[config.mk]
export PLATFORM = sky130hd
export DESIGN_NAME = lru2_page_table
export DESIGN_NICKNAME = d
export VERILOG_FILES = /design/src/design/lru2_pkg.sv /design/src/design/lru2_datapath.sv /design/src/design/lru2_ctrl.sv /design/src/design/lru2_page_table.sv
export SDC_FILE = /design/constraint.sdc
export NUM_CORES = 2
export LEC_CHECK = 0
export ABC_AREA = 1
export BUFFER_PORTS_ARGS = -buffer_cell sky130_fd_sc_hd__buf_4
export CAP_MARGIN = 20
export CORE_ASPECT_RATIO = 0.9
export CORE_MARGIN = 5
export CORE_UTILIZATION = 35
export DETAILED_ROUTE_END_ITERATION = 8
export PLACE_DENSITY = 0.6
export SETUP_SLACK_MARGIN = 0.3
export SKIP_CTS_REPAIR_TIMING = 1
export SLEW_MARGIN = 20
export SYNTH_ARGS = -nofsm -noshare
export SYNTH_HDL_FRONTEND = slang
export SYNTH_SLANG_ARGS = --single-unit
[constraint.sdc]
create_clock -name clk -period 8.5 [get_ports clk]
set_input_delay 1.7 -clock clk [delete_from_list [all_inputs] [get_ports clk]]
set_output_delay 1.7 -clock clk [all_outputs]
set_load 0.03 [all_outputs]
[src/design/lru2_pkg.sv]
// Package: shared types, constants and command/status codes of the LRU-2 page table.
package lru2_pkg;

  localparam int ENTRIES    = 16;
  localparam int IDX_W      = $clog2(ENTRIES);
  localparam int CNT_W      = $clog2(ENTRIES + 1);
  localparam int ID_BITS    = 32;
  localparam int STAMP_BITS = 32;

  localparam logic [STAMP_BITS-1:0] STAMP_MAX = '1;

  localparam logic [2:0] CMD_FETCH   = 3'd0;
  localparam logic [2:0] CMD_UNPIN   = 3'd1;
  localparam logic [2:0] CMD_RENAME  = 3'd2;
  localparam logic [2:0] CMD_DISCARD = 3'd3;
  localparam logic [2:0] CMD_TRIM    = 3'd4;

  localparam logic [3:0] ST_HIT       = 4'd0;
  localparam logic [3:0] ST_ALLOC     = 4'd1;
  localparam logic [3:0] ST_EVICT     = 4'd2;
  localparam logic [3:0] ST_MISS      = 4'd3;
  localparam logic [3:0] ST_ALLPIN    = 4'd4;
  localparam logic [3:0] ST_UNPINNED  = 4'd5;
  localparam logic [3:0] ST_DROPPED   = 4'd6;
  localparam logic [3:0] ST_NOTFOUND  = 4'd7;
  localparam logic [3:0] ST_DONE      = 4'd8;

  // scan kinds run by the datapath
  typedef enum logic [2:0] {
    SCAN_FIND    = 3'd0,
    SCAN_VICTIM  = 3'd1,
    SCAN_RENAME  = 3'd2,
    SCAN_DISCARD = 3'd3,
    SCAN_TRIM    = 3'd4
  } scan_kind_t;

  // final action applied at the end of a command
  typedef enum logic [2:0] {
    ACT_NONE   = 3'd0,
    ACT_PIN    = 3'd1,
    ACT_FILL   = 3'd2,
    ACT_UNPIN  = 3'd3,
    ACT_REMOVE = 3'd4,
    ACT_RENAME = 3'd5
  } act_t;

  typedef struct packed {
    logic       load;       // capture input item, clear scan results
    logic       scan_start; // reset scan index
    logic       scan_step;  // visit one slot
    scan_kind_t kind;
    logic       apply;      // apply action to target slot
    act_t       act;
    logic       use_victim; // target is victim instead of found slot
    logic       bump_fetch;
    logic       bump_hit;
  } dp_cmd_t;

  typedef struct packed {
    logic             scan_last;
    logic             found;
    logic             victim_ok;
    logic             free_ok;
    logic [CNT_W-1:0] count;
  } dp_stat_t;

endpackage

[src/design/lru2_datapath.sv]
// Datapath: slot arrays, one-slot-per-cycle scan unit, counters and result fields.
module lru2_datapath (
  input  logic                          clk,
  input  logic                          rst_n,
  input  lru2_pkg::dp_cmd_t             cmd,
  output lru2_pkg::dp_stat_t            stat,
  input  logic [lru2_pkg::ID_BITS-1:0]  in_pid,
  input  logic [lru2_pkg::ID_BITS-1:0]  in_npid,
  input  logic [lru2_pkg::CNT_W-1:0]    max_pages,
  output logic [lru2_pkg::IDX_W-1:0]    slot_o,
  output logic [lru2_pkg::ID_BITS-1:0]  ev_id_o,
  output logic [lru2_pkg::CNT_W-1:0]    removed_o,
  output logic [31:0]                   fetch_total_o,
  output logic [31:0]                   hit_total_o
);
  localparam int IW = lru2_pkg::IDX_W;
  localparam int CW = lru2_pkg::CNT_W;
  localparam int SW = lru2_pkg::STAMP_BITS;

  logic [lru2_pkg::ENTRIES-1:0]     valid_r;
  logic [lru2_pkg::ID_BITS-1:0]     page_r  [lru2_pkg::ENTRIES];
  logic [lru2_pkg::ENTRIES-1:0]     pinned_r;
  logic [SW-1:0]                    last_r  [lru2_pkg::ENTRIES];
  logic [SW-1:0]                    prior_r [lru2_pkg::ENTRIES];
  logic [SW-1:0]                    stamp_r;
  logic [31:0]                      fetch_r, hit_r;
  logic [CW-1:0]                    count_r;

  logic [lru2_pkg::ID_BITS-1:0]     pid_r, npid_r;
  logic [IW-1:0]                    idx_r;
  logic                             found_r;
  logic [IW-1:0]                    found_idx_r;
  logic                             one_ok_r, two_ok_r;
  logic [IW-1:0]                    one_idx_r, two_idx_r;
  logic [SW-1:0]                    one_st_r, two_st_r;
  logic                             free_ok_r;
  logic [IW-1:0]                    free_idx_r;
  logic [CW-1:0]                    removed_r;
  logic [CW-1:0]                    trim_n_r;

  logic [IW-1:0] tgt;
  logic          cur_v, cur_p;
  logic [SW-1:0] cur_last, cur_prior;
  logic [lru2_pkg::ID_BITS-1:0] cur_page;

  assign cur_v     = valid_r[idx_r];
  assign cur_p     = pinned_r[idx_r];
  assign cur_page  = page_r[idx_r];
  assign cur_last  = last_r[idx_r];
  assign cur_prior = prior_r[idx_r];

  assign tgt = cmd.use_victim ? (one_ok_r ? one_idx_r : two_idx_r)
             : (free_ok_r && cmd.act == lru2_pkg::ACT_FILL ? free_idx_r : found_idx_r);

  assign stat.scan_last = (idx_r == IW'(lru2_pkg::ENTRIES - 1));
  assign stat.found     = found_r;
  assign stat.victim_ok = one_ok_r | two_ok_r;
  assign stat.free_ok   = free_ok_r;
  assign stat.count     = count_r;

  assign removed_o     = removed_r;
  assign fetch_total_o = fetch_r;
  assign hit_total_o   = hit_r;

  always_ff @(posedge clk) begin
    if (!rst_n) begin
      valid_r <= '0;
      stamp_r <= SW'(1);
      fetch_r <= '0;
      hit_r   <= '0;
      count_r <= '0;
      idx_r   <= '0;
    end else begin
      if (cmd.bump_fetch) fetch_r <= fetch_r + 32'd1;
      if (cmd.bump_hit)   hit_r   <= hit_r + 32'd1;
      if (cmd.load) begin
        pid_r     <= in_pid;
        npid_r    <= in_npid;
        found_r   <= 1'b0;
        one_ok_r  <= 1'b0;
        two_ok_r  <= 1'b0;
        free_ok_r <= 1'b0;
        removed_r <= '0;
        trim_n_r  <= count_r;
        slot_o    <= '0;
        ev_id_o   <= '0;
      end
      if (cmd.scan_start) idx_r <= '0;
      if (cmd.scan_step) begin
        idx_r <= idx_r + IW'(1);
        unique case (cmd.kind)
          lru2_pkg::SCAN_FIND: begin
            if (cur_v && cur_page == pid_r && !found_r) begin
              found_r     <= 1'b1;
              found_idx_r <= idx_r;
            end
            if (!cur_v && !free_ok_r) begin
              free_ok_r  <= 1'b1;
              free_idx_r <= idx_r;
            end
          end
          lru2_pkg::SCAN_VICTIM: begin
            if (cur_v && !cur_p) begin
              if (cur_prior == '0) begin
                if (!one_ok_r || cur_last < one_st_r) begin
                  one_ok_r <= 1'b1; one_idx_r <= idx_r; one_st_r <= cur_last;
                end
              end else if (!two_ok_r || cur_prior < two_st_r) begin
                two_ok_r <= 1'b1; two_idx_r <= idx_r; two_st_r <= cur_prior;
              end
            end
          end
          lru2_pkg::SCAN_RENAME: begin
            if (idx_r != found_idx_r && cur_v && cur_page == npid_r) begin
              valid_r[idx_r] <= 1'b0;
              removed_r      <= removed_r + CW'(1);
              count_r        <= count_r - CW'(1);
            end
          end
          lru2_pkg::SCAN_DISCARD: begin
            if (cur_v && cur_page >= pid_r) begin
              valid_r[idx_r] <= 1'b0;
              removed_r      <= removed_r + CW'(1);
              count_r        <= count_r - CW'(1);
            end
          end
          lru2_pkg::SCAN_TRIM: begin
            if (cur_v && !cur_p && trim_n_r > max_pages) begin
              valid_r[idx_r] <= 1'b0;
              removed_r      <= removed_r + CW'(1);
              count_r        <= count_r - CW'(1);
              trim_n_r       <= trim_n_r - CW'(1);
            end
          end
          default: ;
        endcase
      end
      if (cmd.apply) begin
        case (cmd.act)
          lru2_pkg::ACT_PIN: begin
            pinned_r[tgt] <= 1'b1;
            slot_o        <= tgt;
          end
          lru2_pkg::ACT_FILL: begin
            if (cmd.use_victim) ev_id_o <= page_r[tgt];
            else count_r <= count_r + CW'(1);
            valid_r[tgt]  <= 1'b1;
            page_r[tgt]   <= pid_r;
            pinned_r[tgt] <= 1'b1;
            last_r[tgt]   <= '0;
            prior_r[tgt]  <= '0;
            slot_o        <= tgt;
          end
          lru2_pkg::ACT_UNPIN: begin
            pinned_r[tgt] <= 1'b0;
            if (last_r[tgt] != '0) prior_r[tgt] <= last_r[tgt];
            last_r[tgt] <= stamp_r;
            if (stamp_r != lru2_pkg::STAMP_MAX) stamp_r <= stamp_r + SW'(1);
          end
          lru2_pkg::ACT_REMOVE: begin
            valid_r[tgt] <= 1'b0;
            count_r      <= count_r - CW'(1);
          end
          lru2_pkg::ACT_RENAME: page_r[tgt] <= npid_r;
          default: ;
        endcase
      end
    end
  end
endmodule

[src/design/lru2_ctrl.sv]
// Controller: command sequencing state machine, output register and handshakes.
module lru2_ctrl (
  input  logic                       clk,
  input  logic                       rst_n,
  input  logic                       in_fire,
  input  logic [2:0]                 in_cmd,
  input  logic                       in_alloc,
  input  logic                       in_drop,
  input  logic [lru2_pkg::CNT_W-1:0] max_pages,
  output logic                       busy,
  output logic                       out_valid,
  input  logic                       out_ready,
  output logic [3:0]                 status_o,
  output logic                       ev_valid_o,
  output lru2_pkg::dp_cmd_t          cmd,
  input  lru2_pkg::dp_stat_t         stat
);
  typedef enum logic [5:0] {
    S_IDLE  = 6'b000001,
    S_FIND  = 6'b000010,
    S_DEC   = 6'b000100,
    S_SCAN2 = 6'b001000,
    S_FIN   = 6'b010000,
    S_OUT   = 6'b100000
  } state_t;

  state_t state_r, state_nxt;
  logic [2:0] cmd_r;
  logic alloc_r, drop_r;
  logic [3:0] status_r, status_nxt;
  logic ev_r, ev_nxt;
  logic [lru2_pkg::CNT_W-1:0] limit;

  assign limit = (max_pages > lru2_pkg::CNT_W'(lru2_pkg::ENTRIES)) ?
                 lru2_pkg::CNT_W'(lru2_pkg::ENTRIES) : max_pages;
  assign busy       = (state_r != S_IDLE);
  assign out_valid  = (state_r == S_OUT);
  assign status_o   = status_r;
  assign ev_valid_o = ev_r;

  always_comb begin
    state_nxt  = state_r;
    status_nxt = status_r;
    ev_nxt     = ev_r;
    cmd        = '0;
    cmd.kind   = lru2_pkg::SCAN_FIND;
    cmd.act    = lru2_pkg::ACT_NONE;
    unique case (state_r)
      S_IDLE: if (in_fire) begin
        cmd.load       = 1'b1;
        cmd.scan_start = 1'b1;
        cmd.bump_fetch = (in_cmd == lru2_pkg::CMD_FETCH);
        status_nxt     = lru2_pkg::ST_DONE;
        ev_nxt         = 1'b0;
        state_nxt      = S_FIND;
      end
      S_FIND: begin
        cmd.scan_step = 1'b1;
        if (stat.scan_last) state_nxt = S_DEC;
      end
      S_DEC: begin
        cmd.scan_start = 1'b1;
        state_nxt      = S_OUT;
        case (cmd_r)
          lru2_pkg::CMD_FETCH:
            if (stat.found) begin
              cmd.apply = 1'b1; cmd.act = lru2_pkg::ACT_PIN; cmd.bump_hit = 1'b1;
              status_nxt = lru2_pkg::ST_HIT;
            end else if (!alloc_r) status_nxt = lru2_pkg::ST_MISS;
            else if (stat.count < limit) begin
              if (stat.free_ok) begin
                cmd.apply = 1'b1; cmd.act = lru2_pkg::ACT_FILL;
                status_nxt = lru2_pkg::ST_ALLOC;
              end
            end else begin
              cmd.kind = lru2_pkg::SCAN_VICTIM; state_nxt = S_SCAN2;
            end
          lru2_pkg::CMD_UNPIN:
            if (!stat.found) status_nxt = lru2_pkg::ST_NOTFOUND;
            else if (drop_r || stat.count > max_pages) begin
              cmd.apply = 1'b1; cmd.act = lru2_pkg::ACT_REMOVE;
              status_nxt = lru2_pkg::ST_DROPPED;
            end else begin
              cmd.apply = 1'b1; cmd.act = lru2_pkg::ACT_UNPIN;
              status_nxt = lru2_pkg::ST_UNPINNED;
            end
          lru2_pkg::CMD_RENAME:
            if (!stat.found) status_nxt = lru2_pkg::ST_NOTFOUND;
            else state_nxt = S_SCAN2;
          lru2_pkg::CMD_DISCARD, lru2_pkg::CMD_TRIM: state_nxt = S_SCAN2;
          default: ;
        endcase
      end
      S_SCAN2: begin
        cmd.scan_step = 1'b1;
        case (cmd_r)
          lru2_pkg::CMD_FETCH:   cmd.kind = lru2_pkg::SCAN_VICTIM;
          lru2_pkg::CMD_RENAME:  cmd.kind = lru2_pkg::SCAN_RENAME;
          lru2_pkg::CMD_DISCARD: cmd.kind = lru2_pkg::SCAN_DISCARD;
          default:               cmd.kind = lru2_pkg::SCAN_TRIM;
        endcase
        if (stat.scan_last) state_nxt = S_FIN;
      end
      S_FIN: begin
        state_nxt = S_OUT;
        if (cmd_r == lru2_pkg::CMD_FETCH) begin
          if (stat.victim_ok) begin
            cmd.apply = 1'b1; cmd.act = lru2_pkg::ACT_FILL; cmd.use_victim = 1'b1;
            status_nxt = lru2_pkg::ST_EVICT; ev_nxt = 1'b1;
          end else status_nxt = lru2_pkg::ST_ALLPIN;
        end else if (cmd_r == lru2_pkg::CMD_RENAME) begin
          cmd.apply = 1'b1; cmd.act = lru2_pkg::ACT_RENAME;
        end
      end
      S_OUT: if (out_ready) state_nxt = S_IDLE;
      default: state_nxt = S_IDLE;
    endcase
  end

  always_ff @(posedge clk) begin
    if (!rst_n) begin
      state_r <= S_IDLE;
    end else begin
      state_r <= state_nxt;
    end
    status_r <= status_nxt;
    ev_r     <= ev_nxt;
    if (in_fire) begin
      cmd_r   <= in_cmd;
      alloc_r <= in_alloc;
      drop_r  <= in_drop;
    end
  end
endmodule

[src/design/lru2_page_table.sv]
// Top level: LRU-2 page table with stream input/output and a page-limit register.
//
// Usage:
//  - in_* channel carries one command per transfer (fetch, unpin, rename,
//    discard at or above a limit, trim to the page limit).
//  - out_* channel returns exactly one result transfer per command.
//  - cfg_we/cfg_wdata write max_pages (reset 16); write only while idle.
// Timing:
//  - One command at a time. A lookup pass visits the 16 slots one per cycle,
//    then a decide state; fetch-with-eviction, rename of a present page,
//    discard and trim run a second pass over the 16 slots plus a finish
//    state. With out_tready high the block returns to idle after the result
//    transfer and can take the next command.
//  - in_tready is high only while no command is in flight.
// Reset: all slots invalid, stamp counter 1, fetch/hit totals 0.
// Stall: the result holds in its register until out_tready; no new command
//  is accepted meanwhile.
module lru2_page_table (
  input  logic         clk,
  input  logic         rst_n,
  input  logic         in_tvalid,
  output logic         in_tready,
  // tdata: cmd[2:0], page_id[34:3], new_page_id[66:35], zero fill to 72
  input  logic [71:0]  in_tdata,
  // tuser: allocate[0], drop_page[1]
  input  logic [1:0]   in_tuser,
  output logic         out_tvalid,
  input  logic         out_tready,
  // tdata: status[3:0], slot[7:4], evicted_valid[8], evicted_id[40:9],
  // removed_count[45:41], page_count[50:46], fetch_total[82:51],
  // hit_total[114:83], zero fill to 120
  output logic [119:0] out_tdata,
  input  logic         cfg_we,
  input  logic [4:0]   cfg_wdata
);
  logic [4:0]          max_pages_r;
  logic                busy, in_fire, ev_valid;
  logic [3:0]          status;
  logic [3:0]          slot;
  logic [31:0]         ev_id, fetch_total, hit_total;
  logic [4:0]          removed;
  lru2_pkg::dp_cmd_t   dcmd;
  lru2_pkg::dp_stat_t  dstat;

  assign in_tready = !busy;
  assign in_fire   = in_tvalid && in_tready;

  always_ff @(posedge clk) begin
    if (!rst_n) begin
      max_pages_r <= 5'd16;
    end else if (cfg_we) begin
      max_pages_r <= cfg_wdata;
    end
  end

  lru2_ctrl u_ctrl (
    .clk, .rst_n, .in_fire,
    .in_cmd    (in_tdata[2:0]),
    .in_alloc  (in_tuser[0]),
    .in_drop   (in_tuser[1]),
    .max_pages (max_pages_r),
    .busy,
    .out_valid (out_tvalid),
    .out_ready (out_tready),
    .status_o  (status),
    .ev_valid_o(ev_valid),
    .cmd       (dcmd),
    .stat      (dstat)
  );

  lru2_datapath u_dp (
    .clk, .rst_n,
    .cmd          (dcmd),
    .stat         (dstat),
    .in_pid       (in_tdata[34:3]),
    .in_npid      (in_tdata[66:35]),
    .max_pages    (max_pages_r),
    .slot_o       (slot),
    .ev_id_o      (ev_id),
    .removed_o    (removed),
    .fetch_total_o(fetch_total),
    .hit_total_o  (hit_total)
  );

  assign out_tdata = {5'd0, hit_total, fetch_total, dstat.count, removed,
                      ev_id, ev_valid, slot, status};
endmodule

==> summary.txt <==
Status
  – Status: finished, final reports clean

Layout
  – Most common cell after layout, fill and taps aside: edfxtp_1
  – Final #Nets: 8,861
  – Fillers: 23,900
  – Synthesis-to-layout area growth: 13.1%
  – Layout cells sized above 1: 8.72%
  – Most frequent cells in the layout: 1,756 x edfxtp_1, 1,610 x nand2_1, 1,034 x o21ai_0, 846 x nor2_1, 560 x inv_1

Synth
  – Cell Area, Synth: 88,400 µm²
  – Ys Warns: 0
  – Synth area leader: edfxtp_1
  – Synth Register Bits: 1,892
  – Post-synthesis cell type count: 55
  – Synth top area share: 59.6%
  – Dominant cells by area after synthesis: edfxtp_1 60%, nand2_1 6.8%, o21ai_0 5.9%
  – Post-synth EDFFs: 1,756
  – Ys async rst share: 0%
  – Avg Cell Area, Syn: 10.2 µm²
  – Seq/Total Area, Yosys: 62.7%
  – Cells after Synth: 8,668
  – Ys flop type: edfxtp_1

Critical path
  – Critical path capture point type: register
  – R2r setup slk: 1370 ps
  – Crit path max-delay family: simple AND/OR/NAND/NOR gates
  – Crit-path most repeated cell: nand2_1
  – Critical path arrival: 7600 ps
  – Critical-path maximum fanout: 32
  – Startpoint types: register
  – Worst Path Required: 8970 ps
  – Critical-path top delay cell: clkinv_2
  – Max incr delay on CP: 570 ps
  – CP bufs+invs: 5
  – Path type of the worst setup path: register to register

Detailed routing
  – Total Routed Length: 292,000 µm
  – Post-route ant nets: 0
  – Via Count: 69,700
  – TritonRoute pass-1 iters: 9
  – DRC viols: 0
  – DR WL/cell: 23.9 µm
  – Initial DRC count: 8,764
  – Drt via density: 5.72

Clock tree
  – CTS tree: yes
  – Root buf cell: clkbuf_16
  – CTS Sinks: 1,892
  – H-Tree Depth: 4
  – CTS buffer count: 193
  – Clock transition at the registers of the reported paths: 60 ps
  – Clock Path Buffers: 3
  – Worst-Skew Late Latency: 850 ps

Global routing
  – Total global routing overflow: 0
  – Largest net degree at the start of global routing: 188
  – Initial antenna violation count: 5
  – Gr usage total: 21.3%
  – Number of global-route vias before repair: 66,400
  – Global-route wire length before repair: 428,000 µm

Power
  – Lkg Pwr: 36.9 nW
  – PwrDens: 192 nW/µm²
  – Peak VDD IR: 0.000160 V

STA
  – Clock Skews: 35.3 ps
  – Final hold vios: 0
  – Max Freq: 140 MHz
  – Final hold slack: 483 ps
  – RSZ-0062 raised after global routing: false
  – Tcrit/Tclk final: 83.9%
  – Final Slew Violations: 0
  – Relative slew slack: 21.6%
  – Finish-stage setup viols: 0
  – Fin Setup TNS: 0 ps
  – Post-layout min period: 7130 ps
  – Actual slew at the worst max-slew pin: 1170 ps

Placed design
  – DP HPWL: 164,000 µm
  – Buffers on Ports: 195
  – Global placement routability congestion: 0.910

Floorplan
  – FP Rows: 175
  – Ports: 206
  – DIE HEIGHT: 487 µm
  – Initial core utilization: 35.1%
  – Core area: 252,000 µm²
  – Die Area: 263,000 µm²
  – Die width: 540 µm

Min path
  – Hold WC Path Type: register to register

Job
  – Max Cap Violations: 0
## registers in the layout, indices dropped and copies added (netlist names), 5 cells and up, named ones only
register	cells
max_pages_r	5
u_ctrl.state_r	6
u_dp.count_r	5
u_dp.ev_id_o	32
u_dp.fetch_total_o	32
u_dp.hit_total_o	32
u_dp.last_r	512
u_dp.npid_r	32
u_dp.one_st_r	32
u_dp.page_r	512
u_dp.pid_r	32
u_dp.prior_r	512
u_dp.removed_o	5
u_dp.stamp_r	32
u_dp.trim_n_r	5
u_dp.two_st_r	32
u_dp.valid_r	16
## worst reg2reg max path, delay by kind of cell (launching register included)
kind	cells	cell delay, ps
buf+inv	5	1930
flops	1	370
simple gates	21	3380
compound gates	3	770
fa+ha+maj	1	310
## final cells by class
cell class	count	area (µm²)	area share, %
tap	3363	4210	4.21
multi-input combinational	5627	28900	28.9
inverter	577	2200	2.20
clock inverter	105	808	0.808
antenna	2	5.00	0.00500
sequential	1892	55500	55.5
timing repair buffer	367	3160	3.16
clock buffer	254	5230	5.22
## cells by family (layout without fill, tap and decap cells)
| logic type | Yosys count | after routing | share of synthesized area, % |
|---|---|---|---|
| flip-flops | 1892 | 1892 | 62.7 |
| XOR/XNOR | 35 | 35 | 0.347 |
| multiplexers | 9 | 9 | 0.115 |
| AO/OA/AOI/OAI | 2236 | 2236 | 14.9 |
| adder cells (fa/ha/maj) | 119 | 119 | 1.68 |
| other | 1 | 7 | 0.00424 |
| AND/OR/NAND/NOR | 3223 | 3223 | 15.0 |
| buffers and inverters | 1153 | 1303 | 5.20 |
## metrics by stage
stage | cell area (µm²) | setup WS [ps] | power, W | cells | util (%)
2_1_floorplan | 88400 | 2610 | 0.0109 | 8672 | -
6_report | 100000 | 1370 | 0.0192 | 12200 | 39.7
3_5_place_dp | 93900 | 1560 | 0.0112 | 11800 | 37.3
3_3_place_gp | 93900 | 1610 | 0.0111 | 11800 | 37.3
5_1_grt | 100000 | 1080 | 0.0198 | 12200 | 39.7
4_1_cts | 99900 | 1540 | 0.0193 | 12200 | 39.7
## power breakdown
group / switching [W] / total, W / internal [W] / leakage, nW
sequential: 0.0000472 / 0.0102 / 0.0101 / 18.4
combinational: 0.000559 / 0.000795 / 0.000236 / 15.5
clock: 0.00364 / 0.00824 / 0.00459 / 2.95
## cell usage after synthesis (2+ instances only)
library cell,instances
nor3b_1,8
o211ai_1,331
buf_6,11
o21ai_0,1042
buf_2,95
nand4_1,65
a22oi_1,129
nor4_1,38
nor3_1,65
a31oi_1,5
inv_1,562
buf_4,11
nor2_1,893
a21oi_1,398
o221ai_1,155
nand3b_1,4
o21a_1,12
ha_1,119
dfxtp_1,136
o22ai_1,101
xnor2_1,8
o21ai_1,35
nor2_2,19
nor2_4,3
a32o_1,2
nand2_1,1613
mux2_2,9
nand2_2,8
and3_1,4
nand4_4,2
a211oi_1,8
nand3_4,2
nand3_1,495
clkbuf_1,411
buf_1,46
a21o_1,4
edfxtp_1,1756
inv_2,13
xor2_1,27
buf_8,2
o2111ai_1,7
## path summary, 6_finish.rpt
| check | startpoint | end | cells past startpoint |
|---|---|---|---|
| setup / recovery | max_pages_r[0] | u_dp.prior_r[7][11] | 30 |
| hold / removal | u_dp.fetch_total_o[31] | u_dp.fetch_total_o[31] | 1 |
| setup reg to reg | max_pages_r[0] | u_dp.prior_r[7][11] | 30 |
| hold reg to reg | u_dp.fetch_total_o[31] | u_dp.fetch_total_o[31] | 1 |
## metal layers
metal / wire [µm] / GRT usage, % / share of wire, % / vias to the layer above
met5: 35 / 0 / 0.012 / -
met4: 11000 / 7.99 / 3.8 / 6
met3: 30100 / 4.27 / 10 / 628
met2: 128000 / 32.6 / 44 / 3912
met1: 123000 / 29.9 / 42 / 34200
li1: - / - / - / 31000
Power figures use the tool's default switching activity.
